### config.mk
export PLATFORM = sky130hd
export DESIGN_NAME = premul_alpha_blend_unit
export DESIGN_NICKNAME = d
export VERILOG_FILES = /design/src/rtl/pab_pkg.sv /design/src/rtl/pab_lane.sv /design/src/rtl/premul_alpha_blend_unit.sv
export SDC_FILE = /design/constraint.sdc
export NUM_CORES = 2
export LEC_CHECK = 0
export ABC_AREA = 1
export BUFFER_PORTS_ARGS = -buffer_cell sky130_fd_sc_hd__buf_2
export CORE_MARGIN = 2
export CORE_UTILIZATION = 60
export DETAILED_ROUTE_END_ITERATION = 10
export GPL_TIMING_DRIVEN = 0
export HOLD_SLACK_MARGIN = 0.03
export PLACE_DENSITY = 0.77
export SYNTH_ARGS = -nofsm -noshare
export SYNTH_HDL_FRONTEND = slang
export SYNTH_SLANG_ARGS = --single-unit
### constraint.sdc
create_clock -name i_clk -period 12.2 [get_ports i_clk]
set_input_delay 0.61 -clock i_clk [delete_from_list [all_inputs] [get_ports i_clk]]
set_output_delay 0.61 -clock i_clk [all_outputs]
set_load 0.02 [all_outputs]
### src/rtl/pab_pkg.sv
// ----------------------------------------------------------------------------
// pab_pkg
// Shared types, codes and arithmetic helpers for the premultiplied alpha
// blend unit.
// ----------------------------------------------------------------------------
package pab_pkg;

    localparam int unsigned PIX_W = 8;
    localparam int unsigned PROD_W = 2 * PIX_W;
    localparam int unsigned LANES = 4;
    localparam logic [PIX_W-1:0] FULL = 8'd255;

    localparam int unsigned CFG_IDX_W = 2;
    localparam logic [CFG_IDX_W-1:0] CFG_BLEND_MODE = 2'd0;
    localparam logic [CFG_IDX_W-1:0] CFG_ADD_FACTOR = 2'd1;

    typedef enum logic [1:0] {
        MODE_UNDER  = 2'd0,
        MODE_OVER   = 2'd1,
        MODE_ADD    = 2'd2,
        MODE_FACTOR = 2'd3
    } t_mode;

    // per-lane operation chosen at the input stage
    typedef enum logic [2:0] {
        ACT_KEEP,
        ACT_COPY,
        ACT_MUL_SRC,
        ACT_MUL_DST,
        ACT_ADD
    } t_action;

    typedef logic [LANES-1:0][PIX_W-1:0] t_pix;

    // floor(x / 255), exact for x up to 255 * 255
    function automatic logic [PIX_W-1:0] div255(input logic [PROD_W-1:0] x);
        logic [PROD_W:0] t;
        t = {1'b0, x} + {{(PIX_W+1){1'b0}}, x[PROD_W-1:PIX_W]} + {{PROD_W{1'b0}}, 1'b1};
        return t[PROD_W-1:PIX_W];
    endfunction

    function automatic logic [PIX_W-1:0] sat8(input logic [PIX_W:0] x);
        return x[PIX_W] ? FULL : x[PIX_W-1:0];
    endfunction

endpackage

### src/rtl/pab_lane.sv
// ----------------------------------------------------------------------------
// pab_lane
// One channel of the back half of the pipeline: multiply, divide by 255,
// add the other operand and saturate, or pass one operand through. Two register stages.
// ----------------------------------------------------------------------------
module pab_lane (
    input  logic                        i_clk,
    input  pab_pkg::t_action            i_act,
    input  logic [pab_pkg::PIX_W-1:0]   i_m,
    input  logic [pab_pkg::PIX_W-1:0]   i_d,
    input  logic [pab_pkg::PIX_W-1:0]   i_s,
    output logic [pab_pkg::PIX_W-1:0]   o_res
);

    pab_pkg::t_action             r_act;
    logic [pab_pkg::PIX_W-1:0]    r_d;
    logic [pab_pkg::PIX_W-1:0]    r_s;
    logic [pab_pkg::PROD_W-1:0]   r_prod;
    logic [pab_pkg::PROD_W-1:0]   n_prod;
    logic [pab_pkg::PIX_W-1:0]    r_res;
    logic [pab_pkg::PIX_W-1:0]    n_res;
    logic [pab_pkg::PIX_W-1:0]    q;

    always_comb begin
        if (i_act == pab_pkg::ACT_MUL_SRC) begin
            n_prod = i_m * i_s;
        end else begin
            n_prod = i_m * i_d;
        end
    end

    always_ff @(posedge i_clk) begin
        r_act  <= i_act;
        r_d    <= i_d;
        r_s    <= i_s;
        r_prod <= n_prod;
    end

    assign q = pab_pkg::div255(r_prod);

    always_comb begin
        case (r_act)
            pab_pkg::ACT_KEEP:    n_res = r_d;
            pab_pkg::ACT_COPY:    n_res = r_s;
            pab_pkg::ACT_MUL_SRC: n_res = pab_pkg::sat8({1'b0, r_d} + {1'b0, q});
            pab_pkg::ACT_MUL_DST: n_res = pab_pkg::sat8({1'b0, q} + {1'b0, r_s});
            pab_pkg::ACT_ADD:     n_res = pab_pkg::sat8({1'b0, r_d} + {1'b0, r_s});
            default:              n_res = r_d;
        endcase
    end

    always_ff @(posedge i_clk) begin
        r_res <= n_res;
    end

    assign o_res = r_res;

endmodule

### src/rtl/premul_alpha_blend_unit.sv
// ----------------------------------------------------------------------------
// premul_alpha_blend_unit
// Premultiplied alpha compositing of one source/destination pixel pair.
// ----------------------------------------------------------------------------
// Takes one pixel pair per clock; busy never rises. Each transaction gives
// one result, shown for one cycle with o_done, after the pipeline stages:
// input decode with the factor product, coverage select, per-channel
// multiply, divide by 255 with add and saturate. The receiver cannot stall,
// so nothing holds the pipeline. Registers are written through the config
// channel, which is always ready; change them only while no pixel is in
// flight.
module premul_alpha_blend_unit (
    input  logic                            i_clk,
    input  logic                            i_rst_n,
    input  logic                            start,
    output logic                            busy,
    input  logic                            i_cfg_valid,
    output logic                            o_cfg_ready,
    input  logic [pab_pkg::CFG_IDX_W-1:0]   i_cfg_index,
    input  logic [pab_pkg::PIX_W-1:0]       i_cfg_data,
    input  logic [pab_pkg::PIX_W-1:0]       i_dst_alpha,
    input  logic [pab_pkg::PIX_W-1:0]       i_dst_chan1,
    input  logic [pab_pkg::PIX_W-1:0]       i_dst_chan2,
    input  logic [pab_pkg::PIX_W-1:0]       i_dst_chan3,
    input  logic [pab_pkg::PIX_W-1:0]       i_src_alpha,
    input  logic [pab_pkg::PIX_W-1:0]       i_src_chan1,
    input  logic [pab_pkg::PIX_W-1:0]       i_src_chan2,
    input  logic [pab_pkg::PIX_W-1:0]       i_src_chan3,
    output logic                            o_done,
    output logic [pab_pkg::PIX_W-1:0]       o_out_alpha,
    output logic [pab_pkg::PIX_W-1:0]       o_out_chan1,
    output logic [pab_pkg::PIX_W-1:0]       o_out_chan2,
    output logic [pab_pkg::PIX_W-1:0]       o_out_chan3
);

    pab_pkg::t_mode                     r_blend_mode;
    logic [pab_pkg::PIX_W-1:0]          r_add_factor;
    logic [3:0]                         r_vld;
    logic                               accept;

    pab_pkg::t_pix                      in_d;
    pab_pkg::t_pix                      in_s;
    pab_pkg::t_action [pab_pkg::LANES-1:0] n1_act;

    pab_pkg::t_pix                      r1_d;
    pab_pkg::t_pix                      r1_s;
    pab_pkg::t_mode                     r1_mode;
    pab_pkg::t_action [pab_pkg::LANES-1:0] r1_act;
    logic [pab_pkg::PROD_W-1:0]         r1_p;

    pab_pkg::t_pix                      r2_d;
    pab_pkg::t_pix                      r2_s;
    pab_pkg::t_action [pab_pkg::LANES-1:0] r2_act;
    logic [pab_pkg::PIX_W-1:0]          r2_m;
    logic [pab_pkg::PIX_W-1:0]          n2_m;

    pab_pkg::t_pix                      res;

    assign busy        = 1'b0;
    assign o_cfg_ready = 1'b1;
    assign accept      = start && !busy;

    always_ff @(posedge i_clk) begin
        if (!i_rst_n) begin
            r_blend_mode <= pab_pkg::MODE_OVER;
            r_add_factor <= '0;
        end else if (i_cfg_valid && o_cfg_ready) begin
            case (i_cfg_index)
                pab_pkg::CFG_BLEND_MODE: r_blend_mode <= pab_pkg::t_mode'(i_cfg_data[1:0]);
                pab_pkg::CFG_ADD_FACTOR: r_add_factor <= i_cfg_data;
                default: ;
            endcase
        end
    end

    always_ff @(posedge i_clk) begin
        if (!i_rst_n) begin
            r_vld <= '0;
        end else begin
            r_vld <= {r_vld[2:0], accept};
        end
    end

    assign in_d = {i_dst_chan3, i_dst_chan2, i_dst_chan1, i_dst_alpha};
    assign in_s = {i_src_chan3, i_src_chan2, i_src_chan1, i_src_alpha};

    // stage 1: choose per-lane operation from the alpha shortcuts
    always_comb begin
        for (int i = 0; i < pab_pkg::LANES; i++) begin
            case (r_blend_mode)
                pab_pkg::MODE_UNDER: begin
                    if (i_dst_alpha == pab_pkg::FULL) n1_act[i] = pab_pkg::ACT_KEEP;
                    else if (i_dst_alpha == '0)       n1_act[i] = pab_pkg::ACT_COPY;
                    else                              n1_act[i] = pab_pkg::ACT_MUL_SRC;
                end
                pab_pkg::MODE_OVER: begin
                    if (i_src_alpha == '0)                 n1_act[i] = pab_pkg::ACT_KEEP;
                    else if (i_src_alpha == pab_pkg::FULL) n1_act[i] = pab_pkg::ACT_COPY;
                    else                                   n1_act[i] = pab_pkg::ACT_MUL_DST;
                end
                pab_pkg::MODE_ADD: begin
                    if (i_dst_alpha == '0 || i_src_alpha == pab_pkg::FULL) begin
                        n1_act[i] = pab_pkg::ACT_COPY;
                    end else begin
                        n1_act[i] = pab_pkg::ACT_ADD;
                    end
                end
                default: begin
                    if (i_dst_alpha == '0) n1_act[i] = pab_pkg::ACT_COPY;
                    else if (i == 0)       n1_act[i] = pab_pkg::ACT_ADD;
                    else                   n1_act[i] = pab_pkg::ACT_MUL_DST;
                end
            endcase
        end
    end

    always_ff @(posedge i_clk) begin
        r1_d    <= in_d;
        r1_s    <= in_s;
        r1_mode <= r_blend_mode;
        r1_act  <= n1_act;
        r1_p    <= i_src_alpha * (pab_pkg::FULL - r_add_factor);
    end

    // stage 2: coverage multiplier
    always_comb begin
        case (r1_mode)
            pab_pkg::MODE_UNDER:  n2_m = pab_pkg::FULL - r1_d[0];
            pab_pkg::MODE_FACTOR: n2_m = pab_pkg::FULL - pab_pkg::div255(r1_p);
            default:              n2_m = pab_pkg::FULL - r1_s[0];
        endcase
    end

    always_ff @(posedge i_clk) begin
        r2_d   <= r1_d;
        r2_s   <= r1_s;
        r2_act <= r1_act;
        r2_m   <= n2_m;
    end

    // stages 3 and 4
    for (genvar g = 0; g < pab_pkg::LANES; g++) begin : g_lane
        pab_lane u_lane (
            .i_clk (i_clk),
            .i_act (r2_act[g]),
            .i_m   (r2_m),
            .i_d   (r2_d[g]),
            .i_s   (r2_s[g]),
            .o_res (res[g])
        );
    end

    assign o_done      = r_vld[3];
    assign o_out_alpha = res[0];
    assign o_out_chan1 = res[1];
    assign o_out_chan2 = res[2];
    assign o_out_chan3 = res[3];

endmodule

## Yosys cells after proc, flatten, opt, wreduce, memory -nomap -nowiden

Cells that the tools add are included.

- Memory bits (writable): 0
- Logic and storage cells: 133
- ROM bits: 0
- Latch bits: 0
- Bits in registers: 346
- Output and inout port bits: 35
- Memories kept: 0
- Bits of input ports: 78

- Div/mod/pow operators: 0
- Mux-type cells: 30
- Shift operators: 0
- Order comparisons: 0
- Multipliers: 9
- Bitwise operators: 0
- Reductions and logical operators: 8
- Eq/ne operators: 16
- Add/sub/neg operators: 26

Operators with widths:

| operator | number |
|---|---|
| $mul A8 B8 Y16 | 8 |
| $pmux W8 S4 | 4 |
| $add A8 B8 Y9 | 12 |
| $mux W8 | 12 |
| $add A16 B1 Y16 const B | 5 |
| $add A16 B8 Y16 | 5 |
| $mux W16 | 4 |
| $sub A8 B8 Y8 const A | 3 |
| $eq A3 B2 Y1 const B | 6 |
| $pmux W3 S3 | 2 |
| $eq A8 B8 Y1 const B | 2 |
| $logic_not A8 Y1 | 2 |
| $mul A9 B9 Y16 | 1 |
| $pmux W8 S2 | 1 |
| $mux W2 | 5 |
| $sub A8 B8 Y9 const A | 1 |
| $eq A3 B1 Y1 const B | 2 |
| $eq A3 B3 Y1 const B | 2 |
| $logic_not A2 Y1 | 3 |
| $mux W3 | 2 |
| $eq A2 B1 Y1 const B | 2 |
| $eq A2 B2 Y1 const B | 2 |
| $reduce_and A2 Y1 | 2 |
| $logic_or A1 B1 Y1 | 1 |

## Depth between registers and ports, before layout

- Depth in word-level cells: 5
- Mapped depth: 23
- Gate-level depth less buffers: 23

## By module

A second synthesis with hierarchy kept.

- Cell total of the unflattened synthesis: 5258
- Area, all modules: 37106.8 µm²

Modules (own cells, without submodules):

| module | times used | seq. area each (µm²) | cells an instance | area each (µm²) |
|---|---|---|---|---|
| pab_lane (g_lane[3].u_lane) | 1 | 860.8 | 1150 | 7642.3 |
| pab_lane (g_lane[2].u_lane) | 1 | 860.8 | 1146 | 7541.0 |
| pab_lane (g_lane[0].u_lane) | 1 | 860.8 | 1130 | 7537.2 |
| pab_lane (g_lane[1].u_lane) | 1 | 860.8 | 1126 | 7513.5 |
| premul_alpha_blend_unit | 1 | 3603.5 | 706 | 6872.8 |

## Least setup slack after synthesis

No wires, ideal clock.

- Path type: input to register
- Start: input port i_src_alpha[5] in the netlist's numbering
- End: register r1_p[13] in the netlist's numbering
- Stages on the path: 15
- Library setup time: 0.127 ns
- Required time: 12.073 ns
- Slack: 8.007 ns
- Path buffers: 0
- Arrival: 4.066 ns
- Cell sequence: inv_1 -> or2_2 -> fa_1 -> fa_1 -> inv_1 -> fa_1 -> inv_1 -> fa_1 -> inv_1 -> ha_1 -> a21oi_1 -> o21ai_0 -> a21oi_1 -> o21ai_0 -> xor2_1

- Cells in the longest elaborated chain, start to end: 1

RTL lines:

| what | RTL line | RTL |
|---|---|---|
| start, declared | premul_alpha_blend_unit.sv:25 | `input logic [pab_pkg::PIX_W-1:0] i_src_alpha,` |
| $mul A9 B9 Y16 | premul_alpha_blend_unit.sv:122 | `r1_p <= i_src_alpha * (pab_pkg::FULL - r_add_factor);` |
| end signal, assigned | premul_alpha_blend_unit.sv:122 |  |
| end, declared | premul_alpha_blend_unit.sv:49 | `logic [pab_pkg::PROD_W-1:0] r1_p;` |

Every way passes these cells.
A chain may end at the register's enable or synchronous reset.

## Worst setup path after layout

- Start: register r2_m[4] in the netlist's numbering
- End: register g_lane[2].u_lane.r_prod[14] in the netlist's numbering

- Cells in the longest elaborated chain, start to end: 2
- Elaborated cells on any way between the ends: 3
- Those cells by class: 2 x mul; 1 x mux

RTL lines:

| what | RTL line | RTL |
|---|---|---|
| start, declared | premul_alpha_blend_unit.sv:54 | `logic [pab_pkg::PIX_W-1:0] r2_m;` |
| start signal, assigned | premul_alpha_blend_unit.sv:138 | `r2_m <= n2_m;` |
| $mul A8 B8 Y16, on equally long branches | pab_lane.sv:28, pab_lane.sv:26 |  |
| $mux W16 (*) | pab_lane.sv:25 | `if (i_act == pab_pkg::ACT_MUL_SRC) begin` |
| net g_lane[2].u_lane.n_prod (one bit) | pab_lane.sv:19 | `logic [pab_pkg::PROD_W-1:0] n_prod;` |
| end signal, assigned | pab_lane.sv:36 | `r_prod <= n_prod;` |
| end, declared | pab_lane.sv:18 | `logic [pab_pkg::PROD_W-1:0] r_prod;` |

The timed path passes the listed nets; every way through them passes the cells marked *.

==> run metrics <==
status finished clean; RSZ-0062 raised after global routing no; pre-CTS worst setup slack around 6900 ps; number of enable flip-flop cells after synthesis 0; Slew Limit Fails 0; nets a little over 6000; Post-Route Setup TNS 0 ps; initial core utilization around 61%; setup ws final slightly below 7000 ps; Core ar. just over 0.06 mm2; vias per std cell between 5 and 6; Routed Antenna Nets 0; syn_area_per_cell approximately 7.1 um2; fmax around 180 MHz; WP buf/inv 5; Critical Path RT 12650 ps; Synthesis Warnings 0; die width ~250 um; Main synth FF type dfxtp_1; element type at the critical path end register; Pwr Density ~250 mW/mm2; row count 90; cell count after synthesis around 5200; sequential share of the synthesized area about a fifth; Critical Path Max Stage Delay between 600 and 700 ps; Post-Route WL 97540 um; Post-synth ARST share 0%; Placement Cell Area around 0.038 mm2; GP Congestion between 0.9 and 1; area of the mapped netlist 0.03668 mm2; Ports 113; max_cap viols 0; WS Path Type reg2reg; PostCTS Resize Cnt 0; layout cells sized above 1 5.664%; Clock Path Buffers 3; synthesis-to-finish area growth 8.033%; CTS buffer count 40; CP Launch Type register; largest cells by area after synthesis dfxtp_1 19%, fa_1 18%, ha_1 16%; hold-fix buffers at CTS 0; crit-path cells clkbuf_1 -> clkbuf_1 -> nand2_1 -> fa_1 -> fa_1 -> inv_1 -> fa_1 -> inv_1 -> fa_1 -> inv_1 -> ha_1 -> a21oi_1 -> o21ai_0 -> nand2_1 -> nand3_1 -> o21ai_0 -> o21ai_0; delay-heaviest family, CP adder cells; met3 Usage GRT between 4 and 5%; Synth Net Count roughly 6000; Final Skew roughly 18 ps; first-pass GRT wire length around 160000 um; die area 0.06312 mm2; number of inserted diodes 0; DRC errors left 0; CP Data Arrival Time just under 6000 ps; number of DRC markers in iteration 0 between 2000 and 3000; gr usage total between 30% and 40%; PnR Total Power ~9.9 mW; Least-Margin Pin Slew 1115 ps; Setup Viol. Count Final 0; Post-CTS Setup Inserts 0; initial antenna violation count 1; largest net degree at the start of global routing 15; die height roughly 250 um; Overflow after GRT 0; via count approximately 32000; Worst-path clk slew ~60 ps; most frequent cells in the layout 1375 x nand2_1, 1306 x inv_1, 459 x ha_1, 346 x dfxtp_1, 337 x fa_1; Layout Cells excl Fill 6149; leak pwr ~24 nW; design area a little under 0.04 mm2; Synth top area share between 10% and 20%; IO buf count 110; Yosys reg bits roughly 350; # H-tree levels 2; max_slew headroom 25.66%; CP max-delay cell clkbuf_1; M2 GR Usage approximately 54%; Tmin final around 5500 ps; cell with the most instances on the worst path fa_1; clk_lat worst skew approximately 600 ps; worst ir drop on vdd about 0.13 mV; largest area contributor in the netlist dfxtp_1; worst hold slack about 120 ps; distinct cell type count after synthesis 49; Filler Cells Inserted around 5300; Pre-antenna DRT Iters 6; worst-path fanout max 10; Final Util 65.65%; Final period util 44.71%; CTS tree built; vias in the first global route 31728; commonest non-fill, non-tap cell in the layout nand2_1; met1 usage 40.63%; # placed instances 6078; CTS root buf clkbuf_16; HPWL Detailed 78700 um; Most Crowded Layer GR met2; Final Hold Viols 0; Wirelength per Cell ~16 um; clock sinks between 300 and 400; Min-Delay Path Class in2reg
-- logic make-up (layout without fill, tap and decap cells) --
family,Yosys count,in the layout,share of synthesized area (%)
xor+xnor,69,69,1.648
fa+ha+maj,796,796,34.05
mux,4,4,0.1092
compound gates,472,472,7.331
simple gates,2031,2031,22.64
other cells,2,2,0.02047
flops,346,346,18.88
buf+inv,1466,1647,15.32
-- synth_stat cells (all sizes together) (6+ instances only) --
library cell and n:
ha 459, or2 18, a21o 6, nand3 255, a21oi 214, buf 31
xor2 46, a22oi 14, clkbuf 124, inv 1310, xnor2 23, o21bai 10
nor2 283, nand3b 16, nand2 1375, o21ai 171, dfxtp 346, nand4 55
a31oi 14, a21boi 30, nor3 25, fa 337
-- final timing paths --
| path | from | endpoint | slack, ps | cells past startpoint |
|---|---|---|---|---|
| worst min-delay path | i_src_chan1[4] | r1_s[12] | 120 | 1 |
| worst min register to register | r1_act[9] | r2_act[9] | 320 | 0 |
| worst max-delay path | r2_m[4] | g_lane[2].u_lane.r_prod[14] | 6750 | 17 |
| worst max register to register | r2_m[4] | g_lane[2].u_lane.r_prod[14] | 6750 | 17 |
-- worst reg2reg max path, delay by kind of cell, from the launching register on --
family	cells	cell delay, ps
fa+ha+maj	5	2430
buf+inv	5	1350
flops	1	320
simple gates	3	350
compound gates	4	850
-- flip-flops by register name, indices dropped and copies added, names as in the netlist --
name / flops
r2_m: 8
r2_s: 32
r1_s: 32
r1_mode: 2
g_lane.u_lane.r_d: 32
g_lane.u_lane.r_s: 32
r1_d: 32
r1_act: 6
g_lane.u_lane.r_act: 6
r2_d: 32
r_blend_mode: 2
r_add_factor: 8
r2_act: 6
r1_p: 16
r_vld: 4
g_lane.u_lane.o_res: 32
g_lane.u_lane.r_prod: 64
-- routing by layer --
metal,vias up,part of all wire (%)
li1,15893,-
met1,15003,42
met2,1184,47
met3,229,7.6
met4,0,3.9
met5,-,0
-- cell type report --
type                    instances  area (um2)  area share [%]
multi-input cells            3374       24130           60.91
flip-flops and latches        346        6927           17.48
inverters                    1311        4921           12.42
clock buffers                  46        1064           2.684
well taps                     782       978.4           2.469
plain buffers                 155       696.9           1.759
repair buffers                110       550.5           1.389
clock inverters                25       354.1          0.8936
-- where the power goes --
| group | internal (mW) | switching [mW] | total, mW |
|---|---|---|---|
| Combinational | 2.54 | 4.49 | 7.03 |
| Clock | 0.749 | 0.531 | 1.28 |
| Sequential | 1.40 | 0.158 | 1.55 |
(Power assumes the default switching activity.)
